<file path="src/sv/usb_control_request_decoder_core_assert.svh">
// Assertion macros used by the control request decoder core.
// Plain text macros only; no other file dependencies.
`ifndef USB_CONTROL_REQUEST_DECODER_CORE_ASSERT_SVH
`define USB_CONTROL_REQUEST_DECODER_CORE_ASSERT_SVH

// Same-cycle implication, checked out of reset.
`define UCRD_ASSERT_NOW(label, clk, rst_n, ante, cons) \
    label: assert property (@(posedge clk) disable iff (!rst_n) (ante) |-> (cons)) \
        else $error("ucrd assertion failed: same-cycle check");

// Next-cycle implication, checked out of reset.
`define UCRD_ASSERT_NEXT(label, clk, rst_n, ante, cons) \
    label: assert property (@(posedge clk) disable iff (!rst_n) (ante) |=> (cons)) \
        else $error("ucrd assertion failed: next-cycle check");

`endif

</file>
<file path="src/sv/ucrd_pkg.sv">
// Types and constants of the USB control request decoder.
// No dependencies; imported by every module of the block.
package ucrd_pkg;

    localparam logic [2:0] ST_CREATED    = 3'd0;
    localparam logic [2:0] ST_ATTACHED   = 3'd1;
    localparam logic [2:0] ST_POWERED    = 3'd2;
    localparam logic [2:0] ST_INIT       = 3'd3;
    localparam logic [2:0] ST_DEFAULT    = 3'd4;
    localparam logic [2:0] ST_ADDRESSED  = 3'd5;
    localparam logic [2:0] ST_CONFIGURED = 3'd6;
    localparam logic [2:0] ST_UNKNOWN    = 3'd7;

    localparam logic [7:0] REQ_GET_STATUS        = 8'd0;
    localparam logic [7:0] REQ_CLEAR_FEATURE     = 8'd1;
    localparam logic [7:0] REQ_SET_FEATURE       = 8'd3;
    localparam logic [7:0] REQ_SET_ADDRESS       = 8'd5;
    localparam logic [7:0] REQ_GET_DESCRIPTOR    = 8'd6;
    localparam logic [7:0] REQ_GET_CONFIGURATION = 8'd8;
    localparam logic [7:0] REQ_SET_CONFIGURATION = 8'd9;
    localparam logic [7:0] REQ_GET_INTERFACE     = 8'd10;
    localparam logic [7:0] REQ_SET_INTERFACE     = 8'd11;

    localparam logic [1:0] TYPE_STANDARD   = 2'd0;
    localparam logic [4:0] RCPT_ENDPOINT   = 5'd2;

    localparam logic [7:0] DESC_DEVICE = 8'd1;
    localparam logic [7:0] DESC_STRING = 8'd3;

    localparam logic [1:0] EV_NONE      = 2'd0;
    localparam logic [1:0] EV_ADDRESS   = 2'd1;
    localparam logic [1:0] EV_CONFIG    = 2'd2;
    localparam logic [1:0] EV_INTERFACE = 2'd3;

    localparam int unsigned IN_BITS  = 72;
    localparam int unsigned OUT_BITS = 64;

    typedef struct packed {
        logic [2:0]  usb_state;
        logic [7:0]  request_type;
        logic [7:0]  request_code;
        logic [15:0] request_value;
        logic [15:0] request_index;
        logic [15:0] request_length;
    } req_t;

    typedef struct packed {
        logic        verdict;
        logic        reply_length;
        logic [7:0]  reply_byte;
        logic        descriptor_fetch;
        logic [7:0]  descriptor_kind;
        logic [7:0]  descriptor_number;
        logic [15:0] descriptor_limit;
        logic        halt_command;
        logic [6:0]  halt_endpoint;
        logic        halt_set;
        logic [1:0]  event_code;
        logic [6:0]  assigned_address;
    } res_t;

    typedef struct packed {
        logic [6:0]  dev_address;
        logic [6:0]  active_config;
        logic [15:0] active_interface;
        logic [15:0] active_alternate;
    } dev_state_t;

    typedef struct packed {
        logic        wr_address;
        logic [6:0]  address;
        logic        wr_config;
        logic [6:0]  config_value;
        logic        wr_interface;
        logic [15:0] interface_value;
        logic [15:0] alternate_value;
    } state_upd_t;

endpackage

</file>
<file path="src/sv/usb_control_request_decoder_core.sv">
// USB control request decoder for endpoint zero.
//
// Input channel (s_*): one decoded SETUP request per transfer, together
// with the device state it was received in. Output channel (m_*): one
// verdict record per request, in order: accept/stall, a one-byte reply for
// get configuration / get interface, a descriptor fetch command, an
// endpoint halt command, an event code and the current device address.
//
// The block holds the device address, active configuration, interface and
// alternate setting; set address, set configuration and set interface
// update them as the request passes from the input register to the result
// register, so the next request already sees the new values.
//
// An accepted request is captured in the input register, decoded, and its
// result is registered in the result register, which drives m_tdata.
// Throughput: one request per cycle while m_tready stays high, set by the
// single decode stage between the input register and the result register.
// Reset clears both stage valids and all held device state.
// When the receiver stalls, the result is held; one more request is taken
// into the input register, then s_tready drops until the result drains.
//
// Depends on ucrd_pkg, ucrd_decode, ucrd_state and the assertion header.
`include "usb_control_request_decoder_core_assert.svh"

module usb_control_request_decoder_core
    import ucrd_pkg::*;
(
    input  logic                clk,
    input  logic                rst_n,
    input  logic                s_tvalid,
    output logic                s_tready,
    // [2:0] usb_state, [10:3] request_type, [18:11] request_code,
    // [34:19] request_value, [50:35] request_index, [66:51] request_length,
    // [71:67] zero
    input  logic [IN_BITS-1:0]  s_tdata,
    output logic                m_tvalid,
    input  logic                m_tready,
    // [0] verdict, [1] reply_length, [9:2] reply_byte, [10] descriptor_fetch,
    // [18:11] descriptor_kind, [26:19] descriptor_number,
    // [42:27] descriptor_limit, [43] halt_command, [50:44] halt_endpoint,
    // [51] halt_set, [53:52] event_code, [60:54] assigned_address,
    // [63:61] zero
    output logic [OUT_BITS-1:0] m_tdata
);

    logic       in_valid_reg;
    logic       in_valid_next;
    req_t       req_reg;
    logic       out_valid_reg;
    logic       out_valid_next;
    res_t       res_reg;
    res_t       res_comb;
    state_upd_t upd;
    dev_state_t dev_state;
    logic       in_take;
    logic       out_load;

    // advance the decode stage whenever the result register is free or draining
    assign out_load = in_valid_reg && (!out_valid_reg || m_tready);
    assign s_tready = !in_valid_reg || out_load;
    assign in_take  = s_tvalid && s_tready;

    ucrd_decode u_decode (
        .req   (req_reg),
        .state (dev_state),
        .res   (res_comb),
        .upd   (upd)
    );

    ucrd_state u_state (
        .clk   (clk),
        .rst_n (rst_n),
        .load  (out_load),
        .upd   (upd),
        .state (dev_state)
    );

    always_comb
    begin
        in_valid_next = in_valid_reg;
        if (in_take)
        begin
            in_valid_next = 1'b1;
        end
        else if (out_load)
        begin
            in_valid_next = 1'b0;
        end

        out_valid_next = out_valid_reg;
        if (out_load)
        begin
            out_valid_next = 1'b1;
        end
        else if (m_tready)
        begin
            out_valid_next = 1'b0;
        end
    end

    always_ff @(posedge clk or negedge rst_n)
    begin
        if (!rst_n)
        begin
            in_valid_reg  <= 1'b0;
            out_valid_reg <= 1'b0;
        end
        else
        begin
            in_valid_reg  <= in_valid_next;
            out_valid_reg <= out_valid_next;
        end
    end

    // payload registers: capture the request, hold the result while stalled
    always_ff @(posedge clk)
    begin
        if (in_take)
        begin
            req_reg.usb_state      <= s_tdata[2:0];
            req_reg.request_type   <= s_tdata[10:3];
            req_reg.request_code   <= s_tdata[18:11];
            req_reg.request_value  <= s_tdata[34:19];
            req_reg.request_index  <= s_tdata[50:35];
            req_reg.request_length <= s_tdata[66:51];
        end
        if (out_load)
        begin
            res_reg <= res_comb;
        end
    end

    assign m_tvalid = out_valid_reg;
    assign m_tdata  = {3'b000,
                       res_reg.assigned_address,
                       res_reg.event_code,
                       res_reg.halt_set,
                       res_reg.halt_endpoint,
                       res_reg.halt_command,
                       res_reg.descriptor_limit,
                       res_reg.descriptor_number,
                       res_reg.descriptor_kind,
                       res_reg.descriptor_fetch,
                       res_reg.reply_byte,
                       res_reg.reply_length,
                       res_reg.verdict};

    // a stalled request never carries a command or an event
    `UCRD_ASSERT_NOW(a_stall_no_action, clk, rst_n,
        m_tvalid && res_reg.verdict,
        !res_reg.descriptor_fetch && !res_reg.halt_command && !res_reg.reply_length
        && (res_reg.event_code == EV_NONE))

    // at most one kind of action per result
    `UCRD_ASSERT_NOW(a_one_action, clk, rst_n,
        m_tvalid,
        $onehot0({res_reg.descriptor_fetch, res_reg.halt_command, res_reg.reply_length,
                  (res_reg.event_code != EV_NONE)}))

    // input side blocks only while both stages are full and the result is stuck
    `UCRD_ASSERT_NOW(a_ready_backpressure, clk, rst_n,
        !s_tready,
        in_valid_reg && out_valid_reg && !m_tready)

    // an assigned address lands in the state register from the request's wValue
    `UCRD_ASSERT_NEXT(a_address_stored, clk, rst_n,
        out_load && (res_comb.event_code == EV_ADDRESS),
        dev_state.dev_address == $past(req_reg.request_value[6:0]))

endmodule

</file>
<file path="src/sv/ucrd_state.sv">
// Device state registers: address, configuration, interface, alternate.
// Depends on ucrd_pkg.
module ucrd_state
    import ucrd_pkg::*;
(
    input  logic       clk,
    input  logic       rst_n,
    input  logic       load,
    input  state_upd_t upd,
    output dev_state_t state
);

    dev_state_t state_reg;
    dev_state_t state_next;

    always_comb
    begin
        state_next = state_reg;
        if (load)
        begin
            if (upd.wr_address)
            begin
                state_next.dev_address = upd.address;
            end
            if (upd.wr_config)
            begin
                // a new configuration drops interface and alternate
                state_next.active_config    = upd.config_value;
                state_next.active_interface = '0;
                state_next.active_alternate = '0;
            end
            if (upd.wr_interface)
            begin
                state_next.active_interface = upd.interface_value;
                state_next.active_alternate = upd.alternate_value;
            end
        end
    end

    always_ff @(posedge clk or negedge rst_n)
    begin
        if (!rst_n)
        begin
            state_reg <= '0;
        end
        else
        begin
            state_reg <= state_next;
        end
    end

    assign state = state_reg;

endmodule

</file>
<file path="src/sv/ucrd_decode.sv">
// Combinational decode of one standard request against the device state.
// Depends on ucrd_pkg.
module ucrd_decode
    import ucrd_pkg::*;
(
    input  req_t       req,
    input  dev_state_t state,
    output res_t       res,
    output state_upd_t upd
);

    logic       early;
    logic       allowed;
    logic       dir_in;
    logic [6:0] cfg_low;

    assign early   = (req.usb_state == ST_INIT) || (req.usb_state == ST_DEFAULT);
    assign allowed = !early || (req.request_code == REQ_SET_ADDRESS)
                     || (req.request_code == REQ_GET_DESCRIPTOR)
                     || (req.request_code == REQ_GET_CONFIGURATION);
    assign dir_in  = req.request_type[7];
    assign cfg_low = req.request_value[6:0];

    always_comb
    begin
        res = '0;
        res.verdict = 1'b1;
        upd = '0;
        upd.address         = req.request_value[6:0];
        upd.config_value    = (cfg_low != 7'd0) ? (cfg_low - 7'd1) : 7'd0;
        upd.interface_value = req.request_index;
        upd.alternate_value = req.request_value;

        priority if (req.request_type[6:5] != TYPE_STANDARD)
        begin
            res.verdict = 1'b0;
        end
        else if ((req.usb_state == ST_CREATED) || (req.usb_state == ST_ATTACHED)
                 || (req.usb_state == ST_POWERED) || (req.usb_state == ST_UNKNOWN))
        begin
            res.verdict = 1'b1;
        end
        else if (allowed)
        begin
            if (dir_in)
            begin
                priority if (req.request_code == REQ_GET_STATUS)
                begin
                    res.verdict = 1'b0;
                end
                else if (req.request_code == REQ_GET_DESCRIPTOR)
                begin
                    if ((req.request_value[15:8] >= DESC_DEVICE)
                        && (req.request_value[15:8] <= DESC_STRING))
                    begin
                        res.verdict           = 1'b0;
                        res.descriptor_fetch  = 1'b1;
                        res.descriptor_kind   = req.request_value[15:8];
                        res.descriptor_number = req.request_value[7:0];
                        res.descriptor_limit  = req.request_length;
                    end
                end
                else if (req.request_code == REQ_GET_CONFIGURATION)
                begin
                    res.verdict      = 1'b0;
                    res.reply_length = 1'b1;
                    res.reply_byte   = {1'b0, state.active_config};
                end
                else if (req.request_code == REQ_GET_INTERFACE)
                begin
                    res.verdict      = 1'b0;
                    res.reply_length = 1'b1;
                    res.reply_byte   = state.active_interface[7:0];
                end
                else
                begin
                    // misdirected or unsupported code: keep the stall
                    res.verdict = 1'b1;
                end
            end
            else
            begin
                priority if ((req.request_code == REQ_CLEAR_FEATURE)
                             || (req.request_code == REQ_SET_FEATURE))
                begin
                    if (req.request_type[4:0] == RCPT_ENDPOINT)
                    begin
                        res.verdict       = 1'b0;
                        res.halt_command  = 1'b1;
                        res.halt_endpoint = req.request_index[6:0];
                        res.halt_set      = (req.request_code == REQ_SET_FEATURE);
                    end
                end
                else if (req.request_code == REQ_SET_ADDRESS)
                begin
                    if ((req.usb_state == ST_DEFAULT) && (req.request_value[15:7] == 9'd0))
                    begin
                        res.verdict    = 1'b0;
                        res.event_code = EV_ADDRESS;
                        upd.wr_address = 1'b1;
                    end
                end
                else if (req.request_code == REQ_SET_CONFIGURATION)
                begin
                    res.verdict    = 1'b0;
                    res.event_code = EV_CONFIG;
                    upd.wr_config  = 1'b1;
                end
                else if (req.request_code == REQ_SET_INTERFACE)
                begin
                    res.verdict      = 1'b0;
                    res.event_code   = EV_INTERFACE;
                    upd.wr_interface = 1'b1;
                end
                else
                begin
                    // misdirected or unsupported code: keep the stall
                    res.verdict = 1'b1;
                end
            end
        end
        else
        begin
            // code not allowed in an early state: keep the stall
            res.verdict = 1'b1;
        end

        // report the address as it stands after this request
        res.assigned_address = upd.wr_address ? upd.address : state.dev_address;
    end

endmodule
</file>
<file path="config.mk">
export PLATFORM = sky130hd
export DESIGN_NAME = usb_control_request_decoder_core
export DESIGN_NICKNAME = d
export VERILOG_FILES = /design/src/sv/ucrd_pkg.sv /design/src/sv/usb_control_request_decoder_core.sv /design/src/sv/ucrd_state.sv /design/src/sv/ucrd_decode.sv
export VERILOG_INCLUDE_DIRS = /design/src /design/src/sv
export SDC_FILE = /design/constraint.sdc
export NUM_CORES = 1
export LEC_CHECK = 0
export BUFFER_PORTS_ARGS = -buffer_cell sky130_fd_sc_hd__buf_2
export CAP_MARGIN = 20
export CORE_ASPECT_RATIO = 0.9
export CORE_MARGIN = 2
export CORE_UTILIZATION = 52
export DETAILED_ROUTE_END_ITERATION = 8
export GPL_TIMING_DRIVEN = 0
export PLACE_DENSITY = 0.86
export SLEW_MARGIN = 5
export SYNTH_ARGS = -nofsm -noshare
export SYNTH_HDL_FRONTEND = slang
export SYNTH_SLANG_ARGS = --single-unit
</file>
<file path="constraint.sdc">
create_clock -name clk -period 4.1 [get_ports clk]
set_clock_uncertainty 0.05 [all_clocks]
set_input_delay 0.205 -clock clk [delete_from_list [all_inputs] [get_ports clk]]
set_output_delay 0.205 -clock clk [all_outputs]
set_load 0.05 [all_outputs]
</file>
==> summary.md, run 1 <==
| Metric | Value |
|---|---|
| Status | finished clean |
| Starting density of the core | 0.538 |
| DR vias | 3597 |
| Crit-path max FO | 8 |
| Reg-to-reg endpoint | m_tdata[56] |
| Worst Path Arrival | 2.58 ns |
| RSZ-0062 raised after global routing | no |
| Port Buffers | 125 |
| Max-Cap Viols | 0 |
| Number of setup violations in the final report | 0 |
| Clock Sink Count | 144 |
| Pleak | 3.10 nW |
| Fillers | 601 |
| Clk slew on worst S/H paths | 0.07 ns |
| Min cycle time layout | 2.47 ns |
| Root Driver | clkbuf_16 |
| Ports | 142 |
| DRC viols | 0 |
| Max Clock Freq | 406 MHz |
| Share of cells above drive strength 1 | 0.364 |
| WP buf/inv | 0 |
| Die area | 11500 um^2 |
| Worst slack, placed | 1.70 ns |
| R2R Setup Slk | 1.63 ns |
| Critical path startpoint category | flip-flop |
| Sw Pwr | 0.889 mW |
| Core box area | 10300 um^2 |
| Worst hold start | m_tready |
| Critical-path top delay cell | nor4b_4 |
| Peak supply drop | 391 uV |
| Pwr per Cell Area | 467 nW/um^2 |
| FFs w/ async S/R, synth | 0.167 |
| Mapped Cells | 335 |
| Setup ws final | 1.63 ns |
| Max_slew headroom | 0.435 |
| Post-cts resize count | 0 |
| Yosys synthesis warning count | 0 |
| Avg Cell Area, Syn | 16.5 um^2 |
| Reg power frac | 0.484 |
| Max stage delay on crit path | 0.54 ns |
| Final ANT Viol Nets | 0 |
| Commonest non-fill, non-tap cell in the layout | buf_2 |
| Tot GR Track Use | 0.221 |
| Worst R2R Path Depth | 4 |
| Sw Ratio | 0.251 |
| Total power | 3.55 mW |
| Gr ovfl total | 0 |
| Crit end category | flip-flop |
| Die width | 113 um |
| Iteration count of the initial detailed-routing pass | 4 |
| Vias in the first global route | 3763 |
| Initial DRC count | 240 |
| Most frequent cells in the layout | buf_2, edfxtp_1, dlygate4sd3_1 |
| Critical path type | reg -> reg |
| Syn-to-layout area delta | 36.9% |
| Post-synth EDFFs | 120 |
| Top FF cell, synth | edfxtp_1 |
| Yosys cell types | 50 |
| Max reg flops | 61 |
| Wire length per cell | 17.4 um |
| Antenna Cells | 0 |
| CTS tree | built |
| H-Tree Depth | 4 |
| Sum Neg Setup Slack | 0 ns |
| Largest net degree at the start of global routing | 41 |
| Data required, critical path | 4.22 ns |
| Initial antenna violation count | 0 |
| Seq/Total Area, Yosys | 0.759 |
| Die outline height | 102 um |
| CP cell instances | nor4_4 > nor4b_4 > nand4_4 > mux2_2 |
| Pins Over Slew Limit | 0 |
| DR vias/cell | 5.20 |
| Reg2reg start | req_reg[51] |
| Logic pwr share | 0.104 |
| HPWL Detailed | 7560 um |
| TritonCTS buffer count | 17 |
| Hold Crit Class | in -> reg |
| Worst-margin pin slew | 0.846 ns |
| Cell Area, Synth | 5540 um^2 |
| CP delay by family, top | simple AND/OR/NAND/NOR gates |
| Routability cong. | 0.821 |
| Worst-Skew Late Latency | 0.42 ns |
| First-pass GRT wire length | 18800 um |
| Hold-critical path endpoint | in_valid_reg |
| Min-Delay Path Depth | 4 |
| Final Hold Viols | 0 |
| Internal power | 2.66 mW |
| Num rows | 35 |
| Wire length after detailed routing | 12000 um |
| Nets | 627 |
| Synth Register Bits | 144 |
| Tcrit/Tclk final | 0.601 |
| Max clock buf depth | 2 |
| Clock share of power | 0.412 |
==> cell families after synthesis <==
logic type | after synthesis | share of synthesized area
flip-flops | 144 | 0.759
adder cells (fa/ha/maj) | 1 | 0.00226
other | 1 | 0.000677
AO/OA/AOI/OAI | 33 | 0.0470
buffers and inverters | 15 | 0.0142
AND/OR/NAND/NOR | 114 | 0.125
multiplexers | 21 | 0.0425
XOR/XNOR | 6 | 0.00949
==> layout make-up <==
cell class | instances | area [um^2] | share of cell area
plain buffers | 9 | 56.3 | 0.00742
multi-input cells | 184 | 1300 | 0.171
repair buffers | 188 | 1280 | 0.168
flip-flops and latches | 144 | 4200 | 0.554
clock buffers | 19 | 453 | 0.0597
well taps | 129 | 161 | 0.0213
inverters | 6 | 22.5 | 0.00297
clock inverters | 13 | 114 | 0.0150
==> power by group through the flow <==
| stage | clock network [mW] | registers, mW | logic [mW] |
|---|---|---|---|
| floorplan | 0 | 1.88 | 0.0778 |
| global placement | 0 | 1.75 | 0.304 |
| detailed placement | 0 | 1.75 | 0.320 |
| CTS | 1.48 | 1.72 | 0.367 |
| global route | 1.55 | 1.72 | 0.387 |
| finish | 1.46 | 1.72 | 0.369 |
==> per-layer routing <==
metal  wire [um]  share of wire  global-route usage
met1        4520           0.38               0.248
met2        6280           0.52               0.385
met3         825          0.069              0.0605
met4         408          0.034               0.129
met5           0              0                   0
==> worst max path at each step <==
stage / from / to / slack (ns) / cells past startpoint
floorplan: m_tvalid / m_tdata[0] / 0.20 / 2
global placement: m_tvalid / m_tdata[36] / -0.47 / 2
detailed placement: req_reg[51] / m_tdata[55] / 1.70 / 4
CTS: req_reg[51] / m_tdata[56] / 1.69 / 4
global route: req_reg[52] / m_tdata[45] / 1.51 / 5
finish: req_reg[51] / m_tdata[56] / 1.63 / 4
==> tightest hold or removal path, delay by kind of cell <==
kind | cells | cell delay, ns
AND/OR/NAND/NOR | 3 | 0.29
buffers and inverters | 1 | 0.08
==> timing repair <==
action / 4_1_cts / 5_1_grt
hold buffers: 61 / 0
endpoints found under the hold margin: 84 / 0
buffers inserted: 0 / 0
==> Yosys cell counts, types with 3 or more instances <==
library cell,n,area share
inv_1,6,0.0041
dfrtp_1,24,0.11
a21oi_1,4,0.0036
a22oi_1,7,0.0095
nor2b_1,3,0.0034
o21ai_0,11,0.0099
edfxtp_1,120,0.65
mux2_2,20,0.041
nand2_1,22,0.015
nor2_1,24,0.016
nand3_1,3,0.0027
xnor2_1,4,0.0063
and2_1,34,0.038
nor3_1,3,0.0027
buf_4,3,0.0041
nor4_1,4,0.0045
==> per-stage QoR <==
step	instances	cell area [um^2]	hold WS, ns	util
finish	692	7580	0.157	0.737
global placement	597	6360	0.159	0.618
detailed placement	599	6410	0.176	0.622
CTS	692	7580	0.142	0.737
floorplan	343	5570	-0.141	-
global route	692	7580	0.169	0.737
Power figures use the tool's default switching activity.
==> run 2: changes to the inputs <==
==> constraint.sdc (replaced) <==
create_clock -name clk -period 2.6 [get_ports clk]
set_clock_uncertainty 0.05 [all_clocks]
set_input_delay 0.13 -clock clk [delete_from_list [all_inputs] [get_ports clk]]
set_output_delay 0.13 -clock clk [all_outputs]
set_load 0.05 [all_outputs]
==> run 2 against run 1 <==
Net effect: design area fell by 0.16%; largest cell class unchanged; clock power rose by 54%; first-iteration DRC count fell by 20%; critical path depth rose by 1; maximum frequency rose by 3.4%; sequential power rose by 58%.
==> summary.md, run 2 (synthesized netlist as in run 1, its figures left out) <==
| Metric | Value |
|---|---|
| Status | finished clean |
| Worst-Skew Late Latency | 0.41 ns |
| Data required, critical path | 2.70 ns |
| Pins Over Slew Limit | 0 |
| Antenna Cells | 0 |
| HPWL Detailed | 7010 um |
| Clock share of power | 0.407 |
| Iteration count of the initial detailed-routing pass | 4 |
| RSZ-0062 raised after global routing | no |
| Final ANT Viol Nets | 0 |
| Clk slew on worst S/H paths | 0.06 ns |
| CP cell instances | nor4_1 > a32o_1 > o21a_4 > nand4_4 > mux2_2 |
| Num rows | 35 |
| TritonCTS buffer count | 17 |
| Reg power frac | 0.489 |
| Met1 Usage GRT | 0.234 |
| Tot GR Track Use | 0.200 |
| GRT Max-Usage Layer | met2 |
| Critical-path top delay cell | nor4_1 |
| Pwr per Cell Area | 731 nW/um^2 |
| Max reg flops | 61 |
| Peak supply drop | 764 uV |
| Setup ws final | 0.216 ns |
| Critical path startpoint category | flip-flop |
| Hold Crit Class | in -> reg |
| Max_slew headroom | 0.379 |
| Max Clock Freq | 419 MHz |
| Final Hold Viols | 0 |
| Fillers | 638 |
| Wire length after detailed routing | 11000 um |
| Routability cong. | 0.855 |
| Worst slack, placed | 0.232 ns |
| Max stage delay on crit path | 0.52 ns |
| Most frequent cells in the layout | buf_2, edfxtp_1, dlygate4sd3_1 |
| Core box area | 10300 um^2 |
| H-Tree Depth | 4 |
| Ports | 142 |
| Die area | 11500 um^2 |
| Initial DRC count | 192 |
| Logic pwr share | 0.104 |
| Starting density of the core | 0.538 |
| Sw Ratio | 0.237 |
| Max-Cap Viols | 0 |
| Critical path type | reg -> reg |
| Internal power | 4.22 mW |
| Met2 Use GR | 0.353 |
| Syn-to-layout area delta | 36.7% |
| CTS tree | built |
| Max clock buf depth | 2 |
| Wire length per cell | 15.9 um |
| Pleak | 3.10 nW |
| Vias in the first global route | 3669 |
| Clock Sink Count | 144 |
| Nets | 627 |
| Gr ovfl total | 0 |
| Die outline height | 102 um |
| Root Driver | clkbuf_16 |
| Share of cells above drive strength 1 | 0.355 |
| Commonest non-fill, non-tap cell in the layout | buf_2 |
| Number of setup violations in the final report | 0 |
| Sw Pwr | 1.31 mW |
| Sum Neg Setup Slack | 0 ns |
| Die width | 113 um |
| Initial antenna violation count | 0 |
| Worst Path Arrival | 2.49 ns |
| Largest net degree at the start of global routing | 41 |
| Port Buffers | 125 |
| Tcrit/Tclk final | 0.917 |
| First-pass GRT wire length | 17400 um |
| Worst-margin pin slew | 0.929 ns |
| DR vias/cell | 5.07 |
| Global-route met3 utilization | 0.0676 |
| DRC viols | 0 |
| Min cycle time layout | 2.38 ns |
| DR vias | 3510 |
| Crit-path max FO | 7 |
| Crit end category | flip-flop |
run 2: cell types whose count changed in the layout (fill, tap and decap cells not counted), sizes merged:
cell      before  now
clkinvlp       7    3
clkinv         4    8
bufinv         1    2
inv            7    6
run 2: final timing paths:
kind	endpoint	cells after the start	slack [ns]	start
setup / recovery	m_tdata[58]	5	0.22	req_reg[50]
hold / removal	in_valid_reg	4	0.08	m_tready
setup reg to reg	m_tdata[58]	5	0.22	req_reg[50]
hold reg to reg	u_state.state[23]	2	0.43	u_state.state[23]
max in group asynchronous	u_state.state[36]	2	1.91	rst_n
min in group asynchronous	u_state.state[39]	2	0.21	rst_n
run 2: metrics by stage:
step           cell area (um^2)  hold slack, ns  utilization  power [mW]  cells
2_1_floorplan              5580          -0.216            -        3.09    343
3_3_place_gp               6370          0.0901        0.619        3.23    597
3_5_place_dp               6410           0.106        0.622        3.25    599
4_1_cts                    7570          0.0630        0.736        5.58    692
5_1_grt                    7570           0.114        0.736        5.73    692
6_report                   7570          0.0792        0.736        5.53    692
run 2: power groups by stage:
stage | Combinational (mW) | Clock, mW | Sequential (mW)
after floorplan | 0.125 | 0 | 2.96
after global placement | 0.480 | 0 | 2.75
after detailed placement | 0.502 | 0 | 2.75
after CTS | 0.572 | 2.30 | 2.71
after global routing | 0.608 | 2.40 | 2.72
final | 0.574 | 2.25 | 2.71
run 2: cell type report:
class	instances	area, um^2	share of cell area
plain buffers	9	56.3	0.00744
clock buffers	19	433	0.0572
clock inverters	13	121	0.0160
inverters	6	22.5	0.00297
multi-input cells	184	1300	0.171
flip-flops and latches	144	4200	0.555
well taps	129	161	0.0213
repair buffers	188	1280	0.169
run 2: critical path: cells and delay by family, from the launching register on:
kind,cells,cell delay [ns]
and+or+nand+nor,2,0.70
AOI/OAI and AO/OA,2,0.55
DFF,1,0.50
muxes,1,0.33
run 2: routing by layer:
metal | vias up | part of all wire
met5 | - | 0
met4 | 0 | 0.0086
met3 | 10 | 0.055
met2 | 127 | 0.53
met1 | 1708 | 0.41
li1 | 1665 | -
run 2: repair_timing:
action,CTS,global route
gates resized for setup,0,0
hold buffers,61,0
hold endpoints to repair,84,0
setup buffers,0,0
setup endpoints to repair,0,0
